## config.mk

```make
export PLATFORM = sky130hd
export DESIGN_NAME = firfc_cell
export DESIGN_NICKNAME = d
export VERILOG_FILES = /design/src/design/firfc_pkg.sv /design/src/design/firfc_cell.sv
export SDC_FILE = /design/constraint.sdc
export NUM_CORES = 1
export LEC_CHECK = 0
export ABC_AREA = 1
export CAP_MARGIN = 40
export CORE_ASPECT_RATIO = 1.1
export CORE_MARGIN = 2
export CORE_UTILIZATION = 35
export CTS_CLUSTER_SIZE = 40
export DETAILED_ROUTE_END_ITERATION = 7
export DONT_BUFFER_PORTS = 1
export GPL_ROUTABILITY_DRIVEN = 1
export GPL_TIMING_DRIVEN = 0
export SLEW_MARGIN = 0
export SYNTH_ARGS = -nofsm -noshare
export SYNTH_HDL_FRONTEND = slang
export SYNTH_SLANG_ARGS = --single-unit
```

## constraint.sdc

```tcl
create_clock -name clock -period 5.1 [get_ports clock]
set_input_delay 1.02 -clock clock [delete_from_list [all_inputs] [get_ports clock]]
set_output_delay 1.02 -clock clock [all_outputs]
set_load 0.01 [all_outputs]
```

## src/design/firfc_pkg.sv

```systemverilog
// Package: widths, coefficient table and cell control type of the FIR filter.
`timescale 1ns / 1ps

package firfc_pkg;

   localparam int DATA_W       = 32;
   localparam int COEF_W       = 16;
   localparam int ACC_W        = 48;
   localparam int OUT_SHIFT    = 16;
   localparam int COEF_COUNT   = 73;
   localparam int TAPS_DEFAULT = 73;

   // newest sample takes entry 0
   localparam logic signed [COEF_W-1:0] COEF_TABLE [COEF_COUNT] = '{
      -16'sd137, -16'sd73, 16'sd139, 16'sd210, 16'sd384, 16'sd339, 16'sd263, 16'sd69,
      -16'sd15, 16'sd0, 16'sd177, 16'sd352, 16'sd424, 16'sd275, -16'sd20, -16'sd318,
      -16'sd420, -16'sd273, 16'sd21, 16'sd211, 16'sd86, -16'sd387, -16'sd991,
      -16'sd1380, -16'sd1294, -16'sd772, -16'sd175, -16'sd6, -16'sd582, -16'sd1761,
      -16'sd2918, -16'sd3223, -16'sd2086, 16'sd449, 16'sd3620, 16'sd6243, 16'sd7258,
      16'sd6243, 16'sd3620, 16'sd449, -16'sd2086, -16'sd3223, -16'sd2918, -16'sd1761,
      -16'sd582, -16'sd6, -16'sd175, -16'sd772, -16'sd1294, -16'sd1380, -16'sd991,
      -16'sd387, 16'sd86, 16'sd211, 16'sd21, -16'sd273, -16'sd420, -16'sd318, -16'sd20,
      16'sd275, 16'sd424, 16'sd352, 16'sd177, 16'sd0, -16'sd15, 16'sd69, 16'sd263,
      16'sd339, 16'sd384, 16'sd210, 16'sd139, -16'sd73, -16'sd137
   };

   // taps past the table weigh zero
   function automatic logic signed [COEF_W-1:0] coef_at(input int k);
      logic signed [COEF_W-1:0] c;
      c = '0;
      if (k < COEF_COUNT) begin
         c = COEF_TABLE[k];
      end
      return c;
   endfunction

   typedef struct packed {
      logic load;   // register a new product
      logic acc;    // fold product into partial sum
   } firfc_ctrl_type;

endpackage

```

## src/design/firfc_cell.sv

```systemverilog
// One tap cell of the transposed FIR chain: product register and partial sum register.
`timescale 1ns / 1ps

module firfc_cell #(
   parameter logic signed [firfc_pkg::COEF_W-1:0] COEF = firfc_pkg::coef_at(0)
) (
   input  logic                              clock,
   input  logic                              reset,
   input  firfc_pkg::firfc_ctrl_type         ctrl,
   input  logic signed [firfc_pkg::DATA_W-1:0] sample,
   input  logic        [firfc_pkg::ACC_W-1:0]  sum_right,
   output logic        [firfc_pkg::ACC_W-1:0]  sum_out
);

   logic signed [firfc_pkg::ACC_W-1:0] prod_ff;
   logic signed [firfc_pkg::ACC_W-1:0] prod_in;
   logic        [firfc_pkg::ACC_W-1:0] sum_ff;
   logic        [firfc_pkg::ACC_W-1:0] sum_in;

   always_comb begin
      prod_in = sample * COEF;
      sum_in  = firfc_pkg::ACC_W'(prod_ff) + sum_right;
   end

   always_ff @(posedge clock) begin
      if (ctrl.load) begin
         prod_ff <= prod_in;
      end
   end

   always_ff @(posedge clock) begin
      if (reset) begin
         sum_ff <= '0;
      end else if (ctrl.acc) begin
         sum_ff <= sum_in;
      end
   end

   assign sum_out = sum_ff;

endmodule

```

==> run_results.csv <==
group,metric,value,unit
floorplanning,dieArea,45000,sq um
place,io_buffers,0,
global_routing,grt_pass1_wl,65000,microns
synth,yosysTopAreaCell,"fa_1",
floorplanning,start_util,0.357,
synth,synth_cell_types,38,
cells_and_area,synthToLayoutAreaGrowth,6.92,%
worst_setup_path,worstSetupPathType,"in2reg",
synth,synth_top_area_frac,0.202,
worst_setup_path,critPathBufInv,2,
worst_setup_path,rr_worst_depth,12,
worst_setup_path,path_depth,19,
cells_and_area,utilization,0.381,
worst_setup_path,slowest_delay,0.52,ns
detailed_routing,vias,12500,
synth,async_flop_share,0,
flow_run,drv_cap,0,
worst_setup_path,slowest_stage,"fa_1",
power,pwr-share-clk,0.061,
global_routing,grt_pass1_vias,12900,
synth,yosys_warnings,0,
cells_and_area,num-fill-cells,4593,
worst_setup_path,r2r_slack,2.58,ns
clocking,clock_latency,0.36,ns
worst_setup_path,path_cells,"fa_1 > inv_1 > fa_1 > fa_1 > inv_1 > fa_1 > fa_1 > ha_2 > nand2_1 > nor2_2 > nand2_1 > o211ai_2 > nand2_1 > nand2_2 > nand2_2 > nand2_2 > nand2_1 > nand3_1 > nand2_1",
floorplanning,die_x,202,microns
detailed_routing,drcViolationCount,0,
clocking,cts_root_buffer,"clkbuf_16",
worst_setup_path,crit_family,"adder cells",
detailed_routing,drt-initial-drc-count,536,
clocking,clock_sinks,89,
global_routing,grt-ovfl-total,0,
min_path,hold_class,"reg2reg",
global_routing,grt_max_degree,42,
cells_and_area,drive_above_1_share,0.0473,
sta,setup_viol,0,
sta,slew_headroom,0.584,
sta,setup_tns,0,ns
detailed_routing,avgViaCountPerCell,4.55,
power,combPwrFrac,0.805,
synth,synthTopCellsByArea,"fa_1, ha_1, inv_1, nand2_1, edfxtp_1",
sta,clock-skew-final,0.00663,ns
detailed_routing,routed_wl,39700,microns
synth,syn_area_per_cell,7.01,sq um
worst_setup_path,cp-start-kind,"primary input",
synth,yosys_register_bits,89,
global_routing,antenna_found_initial,0,
worst_setup_path,r2r_end,"sum_out[43]",
synth,synth_nets,2597,
floorplanning,rows,79,
global_routing,grt_usage,0.182,
sta,maxSlewViolCount,0,
synth,synthMostInstantiatedCell,"inv_1",
worst_setup_path,setup.worst_path.start,"sample[5]",
synth,synthFlopType,"dfxtp_1",
detailed_routing,first_pass_iters,5,
worst_setup_path,crit_fanout,7,
clocking,cts_buffer_depth,2,
floorplanning,ios,132,
power,pwr-share-seq,0.134,
power,internal_power,0.00496,W
power,net-switching-power,0.00639,W
outcome,run_status,"finished clean",
place,place_congestion,0.900,
sta,hold_ws,0.588,ns
place,dpl_cell_area,15900,sq um
clocking,clk_pin_slew,0.07,ns
clocking,postCtsSetupBuffers,0,
synth,seq_area_frac_synth,0.145,
sta,post-route-period-util,0.960,
cells_and_area,finalInstanceArea,16200,sq um
worst_setup_path,worstPathRequired,5.21,ns
detailed_routing,antenna_left,0,
synth,synthTopCellsByCount,"inv_1, nand2_1, nor2_1, ha_1, fa_1",
clocking,cts_tree,"done",
power,p_per_area,700,nW/um^2
sta,finalHoldViolCount,0,
detailed_routing,wl_per_cell,14.5,microns
worst_setup_path,r2r-start,"prod_ff[46]",
synth,synth_edf_count,41,
worst_setup_path,crit_end,"prod_ff[32]",
worst_setup_path,arrival,5.01,ns
power,swShare,0.563,
sta,max_freq,0.204,GHz
cells_and_area,final_nets,2608,
place,dp_hpwl,35700,microns
power,total_power,0.0113,W
floorplanning,dieHeight,222,microns
clocking,cts_buffers,9,
power,ir_drop,0.000259,V
floorplanning,coreArea,42500,sq um
power,leakagePower,9.11,nW
cells_and_area,num_antenna_cells,0,
worst_setup_path,cp-end-kind,"flop",
clocking,cts.htree.levels,3,
synth,synth.cell_area,15200,sq um
sta,period_needed,4.90,ns
sta,timing_worst_slew_pin_value,0.624,ns
synth,postSynthCellCount,2163,
sta,rsz0062_at_grt,"false",
## placed cells by master, fill, tap and decap left out, types with 2 or more instances in the layout
| master | n |
|---|---|
| nor2_1 | 203 |
| nand2_1 | 501 |
| clkbuf_1 | 13 |
| clkinv_1 | 2 |
| buf_1 | 2 |
| inv_1 | 587 |
| a21oi_1 | 78 |
| xnor2_1 | 11 |
| nor2_4 | 8 |
| nor4_1 | 2 |
| inv_2 | 16 |
| nor2_2 | 21 |
| nor3_2 | 4 |
| nand3_2 | 5 |
| a21o_1 | 10 |
| nand4_1 | 17 |
| o21bai_1 | 8 |
| o21ai_0 | 49 |
| o21ai_1 | 10 |
| xor2_1 | 46 |
| nor3_1 | 13 |
| edfxtp_1 | 41 |
| clkbuf_16 | 9 |
| ha_1 | 194 |
| o211ai_1 | 3 |
| dfxtp_1 | 48 |
| nand3_1 | 80 |
| fa_1 | 153 |
| a21oi_2 | 8 |
| nand2_2 | 17 |
| ha_2 | 3 |
| inv_6 | 3 |
## flip-flops by register name, indices dropped and copies added (netlist names)
| signal | cells |
|---|---|
| sum_out | 48 |
| prod_ff | 41 |
## tightest hold or removal path, stage by stage (launching register included)
cell     delay [ns]
dfxtp_1        0.35
o21ai_0        0.15
nor2_1         0.05
## kinds of logic after synthesis
logic type	count (synthesis)	synth area share
xor gates and xnor gates	57	0.0329
DFF	89	0.145
AOI/OAI and AO/OA	173	0.0634
buffers and inverters	621	0.154
adders and majority gates	350	0.365
and+or+nand+nor	873	0.241
## metal layers
metal / GRT usage / share of wire
met1: 0.220 / 0.43
met2: 0.345 / 0.52
met3: 0.0194 / 0.032
met4: 0.0396 / 0.017
met5: 0 / 0
## what timing repair did
item,4_1_cts,5_1_grt
setup endpoints to repair,0,9
resized for setup,0,12
hold buffers,0,0
## through the flow
stage | worst slack, ns | instances
after floorplan | 0.197 | 2163
after CTS | 0.0599 | 2746
final | 0.203 | 2746
after global placement | -0.310 | 2730
after global routing | 0.00275 | 2746
after detailed placement | -0.318 | 2730
## cell type report
class / count / area, sq um / share of cell area
multi-input combinational: 1453 / 10700 / 0.658
inverter: 605 / 2270 / 0.140
sequential: 89 / 2190 / 0.135
tap: 567 / 709 / 0.0438
clock buffer: 9 / 225 / 0.0139
clock inverter: 7 / 82.6 / 0.00509
buffer: 16 / 61.3 / 0.00378
## power groups by stage
stage	combinational, W	clock (W)	sequential, W
finish	0.00913	0.000691	0.00152
global route	0.0105	0.000739	0.00156
CTS	0.00914	0.000706	0.00153
detailed placement	0.00907	0	0.00155
global placement	0.00902	0	0.00154
floorplan	0.00681	0	0.00149
## worst min-delay path by stage
stage	from	to	cells past startpoint
2_1_floorplan	sum_out[0]	sum_out[0]	2
3_3_place_gp	sum_out[38]	sum_out[38]	2
3_5_place_dp	sum_out[0]	sum_out[0]	2
4_1_cts	sum_out[0]	sum_out[0]	2
5_1_grt	sum_out[38]	sum_out[38]	2
6_report	sum_out[38]	sum_out[38]	2
Note: power is estimated with default switching activity, not from simulation.
